File: src/design/abe_pkg.sv
`timescale 1ns / 1ps
// abe_pkg: shared constants, mode codes and types for the allocation bitmap engine.
// No dependencies.

package abe_pkg;

	localparam int NUM_SECTORS_DEF = 4096;
	localparam int BLOCK_SECTORS   = 4;
	localparam int WORD_BITS       = 64;
	localparam int POS_W           = 6;
	localparam int IDX_W           = 12;
	localparam int MODE_W          = 3;
	localparam int INDEX_SPAN      = 4096;
	localparam logic [3:0] BLOCK_MASK = 4'hF;

	localparam logic [MODE_W-1:0] MODE_GET_SECTOR   = 3'd0;
	localparam logic [MODE_W-1:0] MODE_SET_SECTOR   = 3'd1;
	localparam logic [MODE_W-1:0] MODE_GET_BLOCK    = 3'd2;
	localparam logic [MODE_W-1:0] MODE_SET_BLOCK    = 3'd3;
	localparam logic [MODE_W-1:0] MODE_ALLOC_SECTOR = 3'd4;
	localparam logic [MODE_W-1:0] MODE_ALLOC_BLOCK  = 3'd5;

	// result of a first-free search over one map word
	typedef struct packed {
		logic             hit;
		logic [POS_W-1:0] pos;
	} abe_find_t;

endpackage

File: src/design/abe_map_ram.sv
`timescale 1ns / 1ps
// abe_map_ram: single-port-write, registered-read memory of 64-bit map words.
// Depends on abe_pkg.

module abe_map_ram #(
	parameter int AW = 6
) (
	input  logic                           clk,
	input  logic                           we,
	input  logic [AW-1:0]                  waddr,
	input  logic [abe_pkg::WORD_BITS-1:0]  wdata,
	input  logic [AW-1:0]                  raddr,
	output logic [abe_pkg::WORD_BITS-1:0]  rdata
);

	logic [abe_pkg::WORD_BITS-1:0] mem [2**AW];
	logic [abe_pkg::WORD_BITS-1:0] rdata_q;

	always_ff @(posedge clk) begin
		if (we) begin
			mem[waddr] <= wdata;
		end
		rdata_q <= mem[raddr];
	end

	assign rdata = rdata_q;

endmodule

File: src/design/abe_first_free.sv
`timescale 1ns / 1ps
// abe_first_free: lowest free sector, or lowest free nibble-aligned block, in one map word.
// Depends on abe_pkg.

module abe_first_free (
	input  logic                          blocks,
	input  logic [abe_pkg::WORD_BITS-1:0] word,
	output abe_pkg::abe_find_t            find
);

	localparam int GROUPS = abe_pkg::WORD_BITS / 8;

	logic [abe_pkg::WORD_BITS-1:0] cand;
	logic [GROUPS-1:0]             grp_any;
	logic [3:0]                    g_res;
	logic [3:0]                    w_res;
	logic [7:0]                    grp_bits;

	// {hit, position} of lowest set bit of an 8-bit vector
	function automatic logic [3:0] ff8(input logic [7:0] v);
		logic [3:0] r;
		r = 4'd0;
		for (int k = 7; k >= 0; k--) begin
			if (v[k]) begin
				r = {1'b1, 3'(k)};
			end
		end
		return r;
	endfunction

	always_comb begin
		cand = '0;
		if (blocks) begin
			for (int j = 0; j < abe_pkg::WORD_BITS / abe_pkg::BLOCK_SECTORS; j++) begin
				cand[abe_pkg::BLOCK_SECTORS*j] = ~|word[abe_pkg::BLOCK_SECTORS*j +: 4];
			end
		end else begin
			cand = ~word;
		end
		for (int g = 0; g < GROUPS; g++) begin
			grp_any[g] = |cand[8*g +: 8];
		end
		g_res    = ff8(grp_any);
		grp_bits = cand[8*g_res[2:0] +: 8];
		w_res    = ff8(grp_bits);
		find.hit = g_res[3];
		find.pos = {g_res[2:0], w_res[2:0]};
	end

endmodule

File: src/design/allocation_bitmap_engine.sv
`timescale 1ns / 1ps
// allocation_bitmap_engine: first-fit sector / block allocator over an in-use bitmap.
// Depends on abe_pkg, abe_map_ram, abe_first_free.
//
// Usage
//   Command channel: present mode, index and mark_used with start high; the beat
//   is taken at a rising edge where start is high and busy is low. One item is
//   worked on at a time; busy stays high until its result has been issued.
//   Result channel: done pulses for exactly one cycle with in_use, granted_index
//   and failed valid in that cycle. There is no back-pressure, the receiver must
//   take the beat when done is high.
//   Flow: gets, sets and allocations whose hint is free take one map-word read,
//   then sets and allocations modify and write the word back. An allocation that
//   falls through to the first-fit scan reads 64-bit map words in turn until a
//   free slot turns up or the reach ends: at most 64 words for sectors, and for
//   blocks 64 at the default size, 256 at most. busy is low while done is high,
//   so the next beat can be taken at the edge that takes the result. The scan
//   streams one word per cycle out of the map memory, so the memory read port
//   sets the rate. Reset: the map memory is swept to zero word by word after
//   arst_n releases, NUM_SECTORS/64 words (rounded up); busy is high throughout.

module allocation_bitmap_engine #(
	parameter int NUM_SECTORS = abe_pkg::NUM_SECTORS_DEF
) (
	input  logic                          clk,
	input  logic                          arst_n,
	input  logic                          start,
	output logic                          busy,
	input  logic [abe_pkg::MODE_W-1:0]    mode,
	input  logic [abe_pkg::IDX_W-1:0]     index,
	input  logic                          mark_used,
	output logic                          done,
	output logic                          in_use,
	output logic [abe_pkg::IDX_W-1:0]     granted_index,
	output logic                          failed
);

	localparam int MAP_WORDS  = (NUM_SECTORS + abe_pkg::WORD_BITS - 1) / abe_pkg::WORD_BITS;
	localparam int AW         = (MAP_WORDS > 1) ? $clog2(MAP_WORDS) : 1;
	localparam int NUM_BLOCKS = NUM_SECTORS / abe_pkg::BLOCK_SECTORS;
	// reach of the scan: only indices that granted_index can carry
	localparam int SREACH = (NUM_SECTORS < abe_pkg::INDEX_SPAN) ? NUM_SECTORS
	                                                             : abe_pkg::INDEX_SPAN;
	localparam int BREACH = (NUM_BLOCKS < abe_pkg::INDEX_SPAN) ? NUM_BLOCKS
	                                                            : abe_pkg::INDEX_SPAN;
	localparam int S_LAST = (SREACH + abe_pkg::WORD_BITS - 1) / abe_pkg::WORD_BITS - 1;
	localparam int B_LAST = (BREACH * abe_pkg::BLOCK_SECTORS + abe_pkg::WORD_BITS - 1)
	                        / abe_pkg::WORD_BITS - 1;
	localparam int SPW = AW + abe_pkg::POS_W;

	localparam logic [AW-1:0] S_LAST_W   = AW'(S_LAST);
	localparam logic [AW-1:0] B_LAST_W   = AW'(B_LAST);
	localparam logic [AW-1:0] MAP_LAST_W = AW'(MAP_WORDS - 1);
	localparam logic [31:0]   NSEC_C     = 32'(NUM_SECTORS);
	localparam logic [31:0]   NBLK_C     = 32'(NUM_BLOCKS);
	localparam logic [31:0]   SREACH_C   = 32'(SREACH);
	localparam logic [31:0]   BREACH_C   = 32'(BREACH);

	// sequencer states
	localparam logic [1:0] ST_CLEAR = 2'd0;
	localparam logic [1:0] ST_IDLE  = 2'd1;
	localparam logic [1:0] ST_LOOK  = 2'd2;
	localparam logic [1:0] ST_SCAN  = 2'd3;

	logic [1:0]                    state_q, state_d;
	logic [AW-1:0]                 clr_q;
	logic [abe_pkg::MODE_W-1:0]    mode_q;
	logic [abe_pkg::IDX_W-1:0]     idx_q;
	logic                          mark_q;
	logic                          blk_q;
	logic                          range_ok_q;
	logic [AW-1:0]                 word_q;
	logic [AW-1:0]                 scan_addr_q;
	logic [AW-1:0]                 data_word_q;

	logic                          done_q;
	logic                          in_use_q;
	logic [abe_pkg::IDX_W-1:0]     grant_q;
	logic                          fail_q;

	// memory port
	logic                          mem_we;
	logic [AW-1:0]                 mem_waddr;
	logic [abe_pkg::WORD_BITS-1:0] mem_wdata;
	logic [AW-1:0]                 mem_raddr;
	logic [abe_pkg::WORD_BITS-1:0] mem_rdata;

	// command decode
	logic                          accept;
	logic [31:0]                   idx_ext;
	logic                          blk_in;
	logic                          range_ok_in;
	logic [31:0]                   word_in32;

	// look / scan datapath
	logic [abe_pkg::WORD_BITS-1:0] hint_mask;
	logic                          hint_used;
	abe_pkg::abe_find_t            find;
	logic [SPW-1:0]                scan_sp;
	logic [31:0]                   scan_sp32;
	logic [31:0]                   scan_idx32;
	logic                          scan_in_reach;
	logic [abe_pkg::WORD_BITS-1:0] scan_mask;
	logic [AW-1:0]                 scan_last;

	// result strobe
	logic                          fin;
	logic                          fin_use;
	logic [abe_pkg::IDX_W-1:0]     fin_grant;
	logic                          fin_fail;

	assign busy   = (state_q != ST_IDLE);
	assign accept = start && !busy;

	assign idx_ext = {{(32 - abe_pkg::IDX_W){1'b0}}, index};
	assign blk_in  = (mode == abe_pkg::MODE_GET_BLOCK) || (mode == abe_pkg::MODE_SET_BLOCK)
	              || (mode == abe_pkg::MODE_ALLOC_BLOCK);
	assign range_ok_in = blk_in ? (idx_ext < NBLK_C) : (idx_ext < NSEC_C);
	// block b lives in word b/16, sector s in word s/64
	assign word_in32   = blk_in ? (idx_ext >> 4) : (idx_ext >> abe_pkg::POS_W);

	// bits that the target sector or block covers in its word
	assign hint_mask = blk_q
		? ({{(abe_pkg::WORD_BITS - 4){1'b0}}, abe_pkg::BLOCK_MASK} << {idx_q[3:0], 2'b00})
		: ({{(abe_pkg::WORD_BITS - 1){1'b0}}, 1'b1} << idx_q[abe_pkg::POS_W-1:0]);
	assign hint_used = |(mem_rdata & hint_mask);

	abe_first_free u_find (
		.blocks (blk_q),
		.word   (mem_rdata),
		.find   (find)
	);

	assign scan_sp       = {data_word_q, find.pos};
	assign scan_sp32     = {{(32 - SPW){1'b0}}, scan_sp};
	assign scan_idx32    = blk_q ? (scan_sp32 >> 2) : scan_sp32;
	assign scan_in_reach = blk_q ? (scan_idx32 < BREACH_C) : (scan_idx32 < SREACH_C);
	assign scan_mask     = blk_q
		? ({{(abe_pkg::WORD_BITS - 4){1'b0}}, abe_pkg::BLOCK_MASK} << find.pos)
		: ({{(abe_pkg::WORD_BITS - 1){1'b0}}, 1'b1} << find.pos);
	assign scan_last     = blk_q ? B_LAST_W : S_LAST_W;

	always_comb begin
		state_d   = state_q;
		mem_we    = 1'b0;
		mem_waddr = word_q;
		mem_wdata = mem_rdata;
		mem_raddr = scan_addr_q;
		fin       = 1'b0;
		fin_use   = 1'b0;
		fin_grant = '0;
		fin_fail  = 1'b0;
		case (state_q)
			ST_CLEAR: begin
				mem_we    = 1'b1;
				mem_waddr = clr_q;
				mem_wdata = '0;
				if (clr_q == MAP_LAST_W) begin
					state_d = ST_IDLE;
				end
			end
			ST_IDLE: begin
				// target word read straight off the command beat
				mem_raddr = word_in32[AW-1:0];
				if (accept) begin
					state_d = ST_LOOK;
				end
			end
			ST_LOOK: begin
				mem_raddr = '0;
				case (mode_q)
					abe_pkg::MODE_GET_SECTOR, abe_pkg::MODE_GET_BLOCK: begin
						fin      = 1'b1;
						fin_use  = range_ok_q && hint_used;
						fin_fail = !range_ok_q;
					end
					abe_pkg::MODE_SET_SECTOR, abe_pkg::MODE_SET_BLOCK: begin
						fin       = 1'b1;
						fin_fail  = !range_ok_q;
						mem_we    = range_ok_q;
						mem_wdata = mark_q ? (mem_rdata | hint_mask) : (mem_rdata & ~hint_mask);
					end
					abe_pkg::MODE_ALLOC_SECTOR, abe_pkg::MODE_ALLOC_BLOCK: begin
						if (range_ok_q && !hint_used) begin
							fin       = 1'b1;
							fin_grant = idx_q;
							mem_we    = 1'b1;
							mem_wdata = mem_rdata | hint_mask;
						end else begin
							// word 0 is read now, the scan starts next cycle
							state_d = ST_SCAN;
						end
					end
					default: begin
						fin      = 1'b1;
						fin_fail = 1'b1;
					end
				endcase
				if (fin) begin
					state_d = ST_IDLE;
				end
			end
			ST_SCAN: begin
				if (find.hit) begin
					fin = 1'b1;
					if (scan_in_reach) begin
						fin_grant = scan_idx32[abe_pkg::IDX_W-1:0];
						mem_we    = 1'b1;
						mem_waddr = data_word_q;
						mem_wdata = mem_rdata | scan_mask;
					end else begin
						fin_fail = 1'b1;
					end
				end else if (data_word_q == scan_last) begin
					fin      = 1'b1;
					fin_fail = 1'b1;
				end
				if (fin) begin
					state_d = ST_IDLE;
				end
			end
			default: begin
				state_d = ST_IDLE;
			end
		endcase
	end

	abe_map_ram #(
		.AW (AW)
	) u_map (
		.clk   (clk),
		.we    (mem_we),
		.waddr (mem_waddr),
		.wdata (mem_wdata),
		.raddr (mem_raddr),
		.rdata (mem_rdata)
	);

	always_ff @(posedge clk or negedge arst_n) begin
		if (!arst_n) begin
			state_q     <= ST_CLEAR;
			clr_q       <= '0;
			scan_addr_q <= '0;
			data_word_q <= '0;
			done_q      <= 1'b0;
		end else begin
			state_q <= state_d;
			done_q  <= fin;
			if (state_q == ST_CLEAR) begin
				clr_q <= clr_q + 1'b1;
			end
			if (state_q == ST_LOOK) begin
				scan_addr_q <= AW'(1);
				data_word_q <= '0;
			end else if (state_q == ST_SCAN) begin
				scan_addr_q <= scan_addr_q + 1'b1;
				data_word_q <= scan_addr_q;
			end
		end
	end

	// command and result payload
	always_ff @(posedge clk) begin
		if (accept) begin
			mode_q     <= mode;
			idx_q      <= index;
			mark_q     <= mark_used;
			blk_q      <= blk_in;
			range_ok_q <= range_ok_in;
			word_q     <= word_in32[AW-1:0];
		end
		if (fin) begin
			in_use_q <= fin_use;
			grant_q  <= fin_grant;
			fail_q   <= fin_fail;
		end
	end

	assign done          = done_q;
	assign in_use        = in_use_q;
	assign granted_index = grant_q;
	assign failed        = fail_q;

endmodule

File: config.mk
export PLATFORM = sky130hd
export DESIGN_NAME = allocation_bitmap_engine
export DESIGN_NICKNAME = d
export VERILOG_FILES = /design/src/design/abe_pkg.sv /design/src/design/abe_map_ram.sv /design/src/design/abe_first_free.sv /design/src/design/allocation_bitmap_engine.sv
export SDC_FILE = /design/constraint.sdc
export NUM_CORES = 2
export LEC_CHECK = 0
export BUFFER_PORTS_ARGS = -buffer_cell sky130_fd_sc_hd__clkbuf_2
export CAP_MARGIN = 10
export CORE_MARGIN = 2
export CORE_UTILIZATION = 60
export DETAILED_ROUTE_END_ITERATION = 7
export GPL_TIMING_DRIVEN = 0
export PLACE_DENSITY_LB_ADDON = 0.05
export SETUP_SLACK_MARGIN = 0.05
export SYNTH_ARGS = -nofsm -noshare
export SYNTH_HDL_FRONTEND = slang
export SYNTH_HIERARCHICAL = 1
export SYNTH_SLANG_ARGS = --single-unit
File: constraint.sdc
create_clock -name clk -period 20.2 [get_ports clk]
set_input_delay 1.01 -clock clk [delete_from_list [all_inputs] [get_ports clk]]
set_output_delay 1.01 -clock clk [all_outputs]
set_load 0.01 [all_outputs]
# Word level (Yosys, flattened, before mapping)
# Memories as Yosys holds them, arrays and structs flattened. A register that Yosys moved wholly into a read port is not among the register bits.
# Cells that the tools add are included.
# totals
reg_bits	59
ram_bits	4096
input_bits	19
output_inout_bits	16
wordCells	206
n_memories	1
# classes
add_sub_neg	2
magnitude_cmp	4
n_eq_ne	19
shift	5
n_mux	97
n_bitwise	6
n_reduce_logical	58
# memory_table
name	words	word_bits	rd	rd_ports_with_merged_regs	write_ports	line_no	rtl
u_map.mem	64	64	1	1	1	abe_map_ram.sv:16	logic [abe_pkg::WORD_BITS-1:0] mem [2**AW];
# ops
cell	n
$mux 64	6
$pmux 64 s3	1
$and 64x64->64	2
$not 64->64	2
$or 64x64->64	2
$pmux 64 s2	1
$shl 1x6->64 const A	2
$shl 4x6->64 const A	2
$mux 3	24
$reduce_or 4->1	17
$reduce_or 64->1	1
$reduce_or 8->1	8
$shiftx 64x7->8	1
$mux 12	5
$mux 6	7
$mux 4	8
$mux 1	30
$lt 12x13->1 const B	2
$lt 12x11->1 const B	2
$pmux 12 s2	1
$pmux 6 s2	2
$logic_not 1->1	19
$add 6x1->6 const B	2
$eq 3x2->1 const B	4
other kinds (21)	40

# Depth between registers and ports, before layout
# depth
word_depth	29
depth_mapped	25
mapped_depth_nobuf	19

# Modules after synthesis
# The synthesis kept the hierarchy.
# by_module_without_submodules
mod	instances	cells_each	area_each_um2
abe_map_ram	1	6598	156348.7
allocation_bitmap_engine	1	1258	8574.5
abe_first_free	1	174	1227.4

# Least setup slack after synthesis
# Ideal clock, no wire load.
# synth_path
kind	reg-to-reg
startpoint	register blk_q
endpoint	memory u_map/mem[49][0] (netlist name) (enable)
setup_time_ns	0.564
arrival_time_ns	7.671
setup_slack_ns	11.965
path_stages_with_launch	15
cell_sequence	edfxtp_1 buf_2 buf_2 buf_1 mux2i_1 a31oi_1 a221oi_1 nand4_1 nor4_4 buf_6 buf_4 o21ai_1 a31oi_1 nand4_1 nor3_1
# synth_via
elab_chain_cells	27
elab_cells_between_ends	76
# synth_rtl
item	line_no	rtl
from (decl)	allocation_bitmap_engine.sv:70	logic blk_q;
from (signal assigned)	allocation_bitmap_engine.sv:268	blk_q <= blk_in;
$mux 1 or $mux 3 (tied branches)	abe_first_free.sv:33	if (blocks) begin
$reduce_or 8->1	abe_first_free.sv:41	grp_any[g] = |cand[8*g +: 8];
$mux 4 (8 in a row)	abe_first_free.sv:24	if (v[k]) begin
$shiftx 64x7->8	abe_first_free.sv:44	grp_bits = cand[8*g_res[2:0] +: 8];
$mux 3 (8 in a row)	abe_first_free.sv:24	
$mux 12	allocation_bitmap_engine.sv:136	assign scan_idx32 = blk_q ? (scan_sp32 >> 2) : scan_sp32;
$lt 12x13->1 or $lt 12x11->1 (tied branches)	allocation_bitmap_engine.sv:137	assign scan_in_reach = blk_q ? (scan_idx32 < BREACH_C) : (scan_idx32 < SREACH_C);
$mux 1	allocation_bitmap_engine.sv:137	
$mux 1	allocation_bitmap_engine.sv:206	if (scan_in_reach) begin
$mux 1	allocation_bitmap_engine.sv:204	if (find.hit) begin
$pmux 1 s3 *	allocation_bitmap_engine.sv:153	case (state_q)
named net mem_we	allocation_bitmap_engine.sv:82	logic mem_we;
$mux 1 *	abe_map_ram.sv:20	if (we) begin
$mux 1 (implied by the code) *	abe_map_ram.sv:21	mem[waddr] <= wdata;
to (decl)	abe_map_ram.sv:16	
# Mark *: on every way through the listed nets, which the timed path passes. The rest lies on a longest branch.

# Worst setup path after layout
# layout_path
startpoint	register blk_q
endpoint	memory u_map/mem[7][13] (netlist name) (enable)
# Same word-level chain as after synthesis.

==> qor.txt <==
outcome: finished with violations
violated checks: max-capacitance violations, max-slew violations
cts bufs inserted: 414
Setup TNS: 0 ps
Die Width: 530 µm
CP peak stage delay: 1230 ps
cell-internal power: 13.6 mW
Worst-Margin Slew: 1510 ps
Max-cap violations: 1
crit start category: flip-flop
final net count: 8865
highest clock rate: 117 MHz
commonest cells after routing, fill and taps aside: edfxtp_1, mux4_2, clkbuf_16
Critical Path Fanout Max: 23
global-route wire length before repair: 737000 µm
number of enable flip-flop cells after synthesis: 4134
sequential share of power: 56.0%
leak pwr: 48.9 nW
core area: 276000 µm²
wire per inst: 42.1 µm
DR vias/cell: 7.26
RSZ-0062 raised after global routing: no
post-route ant nets: 0
Synth async-reset ratio: 0.498%
Final HPWL DP: 377000 µm
yosys warns: 6
Arr. time, crit path: 9190 ps
commonest non-fill, non-tap cell in the layout: edfxtp_1
Peak VDD IR: 103 µV
postcts setup bufs: 0
Net Count, Synth: 8056
drt total wl: 543000 µm
antenna violations before repair: 48
final hold vios: 0
Avg Inst Size Synth: 20.7 µm²
final setup violating endpoints: 0
Comb pwr share: 0%
Layout fillers: 16900
Syn Inst Count: 8030
WHS: 215 ps
DR vias: 93800
root buf cell: clkbuf_16
min Tclk post-route: 8510 ps
sequential element share of the synthesized area: 75.8%
Worst-Skew Late Latency: 1020 ps
floorplan row count: 193
vias in the first global route: 89900
crit-path cells: buf_2 -> mux2i_1 -> o31ai_1 -> a2111oi_0 -> nand3_1 -> nor4_4 -> buf_6 -> buf_4 -> o21ai_1 -> a31oi_1 -> buf_4 -> nand4_1 -> nor2_4 -> buf_12 -> buf_12 -> buf_12
TritonCTS Sinks: 4219
GRT Total Usage: 38.9%
Final Cycle Share: 42.1%
Clk pin slew, worst setup/hold paths: 60 ps
Sw Share: 19.5%
flop and latch count out of synthesis: 4219
min-delay worst type: input port to flip-flop
CTS max path bufs: 4
synth unique cells: 90
GR Overflow Total: 0
CTS-repair resized insts: 0
synthesized area: 166000 µm²
Synth-to-Final Area Change: 15.7%
die area: 281000 µm²
drt pass-1 iters: 6
H-tree lvl count: 5
CP required: 20870 ps
clock group share of total power: 43.9%
fin. max-slew vios: 2
P per Cell Area: 87.8 nW/µm²
Primary FF master, synth: edfxtp_1
share of cells above drive strength 1: 26.9%
skew final: 79.3 ps
Critical-path top delay cell: a2111oi_0
final RePlAce weighted congestion: 1.01
cell area after layout: 192000 µm²
Initial Utilization: 60.2%
CTS tree: yes
Crit Path Category: flip-flop to flip-flop
relative slew slack: -2.01%
1st-iter DRT viols: 16300
kind of end point of the critical path: flip-flop
# DRC: 0
Die H: 530 µm
hold buffers post-CTS: 1
P_sw: 3.28 mW
most frequent CP cell: buf_12
Placed Area: 179000 µm²
pin count of the biggest net entering global routing: 52
# port buffers: 34
Top Ports: 35
[sequential cells by signal, summed over array words and instances, names as in the netlist, 2 cells and up]
name	flops
clr_q	6
mode_q	3
scan_addr_q	6
data_word_q	6
u_map/rdata	64
idx_q	12
u_map/mem	4096
state_q	2
granted_index	12
word_q	6
[final cells by class]
class / count / area [µm²] / area share (%)
Buffer: 503 / 2380 / 1.24
Sequential cell: 4219 / 126000 / 65.5
Clock inverter: 257 / 2130 / 1.11
Multi-Input combinational cell: 3255 / 39100 / 20.3
Timing Repair Buffer: 393 / 7030 / 3.66
Inverter: 53 / 199 / 0.103
Clock buffer: 498 / 10800 / 5.63
Antenna cell: 35 / 87.6 / 0.0455
Tap cell: 3705 / 4640 / 2.41
[metrics by stage]
| step | utilization (%) | power, mW | cells | setup WS [ps] |
|---|---|---|---|---|
| 2_1_floorplan | - | 9.65 | 8030 | 11960 |
| 3_3_place_gp | 61.9 | 9.65 | 11800 | 2420 |
| 3_5_place_dp | 64.9 | 9.65 | 12100 | 11430 |
| 4_1_cts | 69.6 | 16.9 | 12900 | 11380 |
| 5_1_grt | 69.6 | 17.2 | 12900 | 11510 |
| 6_report | 69.7 | 16.9 | 12900 | 11690 |
[synth_stat cells, types with 50 or more instances]
library cell / n / area share (%)
mux2i_1: 167 / 1.0
inv_1: 50 / 0.11
o22ai_1: 110 / 0.41
edfxtp_1: 4134 / 75
nand2_1: 180 / 0.41
dfxtp_1: 64 / 0.77
a22o_1: 103 / 0.54
a22oi_1: 187 / 0.84
o21ai_0: 158 / 0.48
nor2_1: 262 / 0.59
nand3_1: 80 / 0.24
nor2b_1: 52 / 0.20
mux4_2: 1024 / 14
buf_2: 202 / 0.61
clkbuf_1: 223 / 0.50
a21oi_1: 149 / 0.45
a211oi_1: 80 / 0.36
and3_1: 80 / 0.30
[worst max-delay path, delay by kind of cell (launching register included)]
kind	cells	cell delay, ps
AOI/OAI and AO/OA	4	1790
muxes	1	1070
buffers and inverters	7	1880
and+or+nand+nor	4	2410
DFF	1	910
[power by group through the flow]
stage | Clock [mW] | Combinational (mW) | Sequential, mW
floorplan | 0 | 0.00201 | 9.64
global placement | 0 | 0.00588 | 9.64
CTS | 7.46 | 0.00631 | 9.46
detailed placement | 0 | 0.00609 | 9.64
global route | 7.78 | 0.00682 | 9.45
finish | 7.41 | 0.00633 | 9.46
[kinds of logic (layout without fill, tap and decap cells)]
kind of cell / Yosys count / in the layout / share of synthesized area, %
flops: 4219 / 4219 / 75.8
mux: 1209 / 1209 / 15.0
compound gates: 1113 / 1113 / 4.71
simple gates: 914 / 914 / 2.82
buf+inv: 556 / 1704 / 1.55
xor+xnor: 12 / 12 / 0.0633
fa+ha+maj: 7 / 7 / 0.0527
other cells: 0 / 35 / 0
[routing by layer]
layer / vias up / track usage (%) / share of wire, %
li1: 35700 / - / -
met1: 49500 / 55.6 / 37
met2: 7287 / 57.2 / 45
met3: 1270 / 10.7 / 13
met4: 26 / 16.7 / 5.1
met5: - / 0.171 / 0.043
[path summary, 6_finish.rpt]
path | start | end | slack, ps | depth (start not counted)
worst max-delay path | blk_q$_DFFE_PP_ | u_map/mem[7][13]$_DFFE_PP_ | 11690 | 16
worst min-delay path | index[1] | idx_q[1]$_DFFE_PP_ | 210 | 1
worst max register to register | blk_q$_DFFE_PP_ | u_map/mem[7][13]$_DFFE_PP_ | 11690 | 16
worst min register to register | clr_q[5]$_DFFE_PN0P_ | clr_q[5]$_DFFE_PN0P_ | 520 | 1
max in group asynchronous | arst_n | data_word_q[3]$_DFFE_PN0P_ | 19250 | 2
min in group asynchronous | arst_n | scan_addr_q[0]$_DFFE_PN0P_ | 560 | 2
Power figures use the tool's default switching activity.
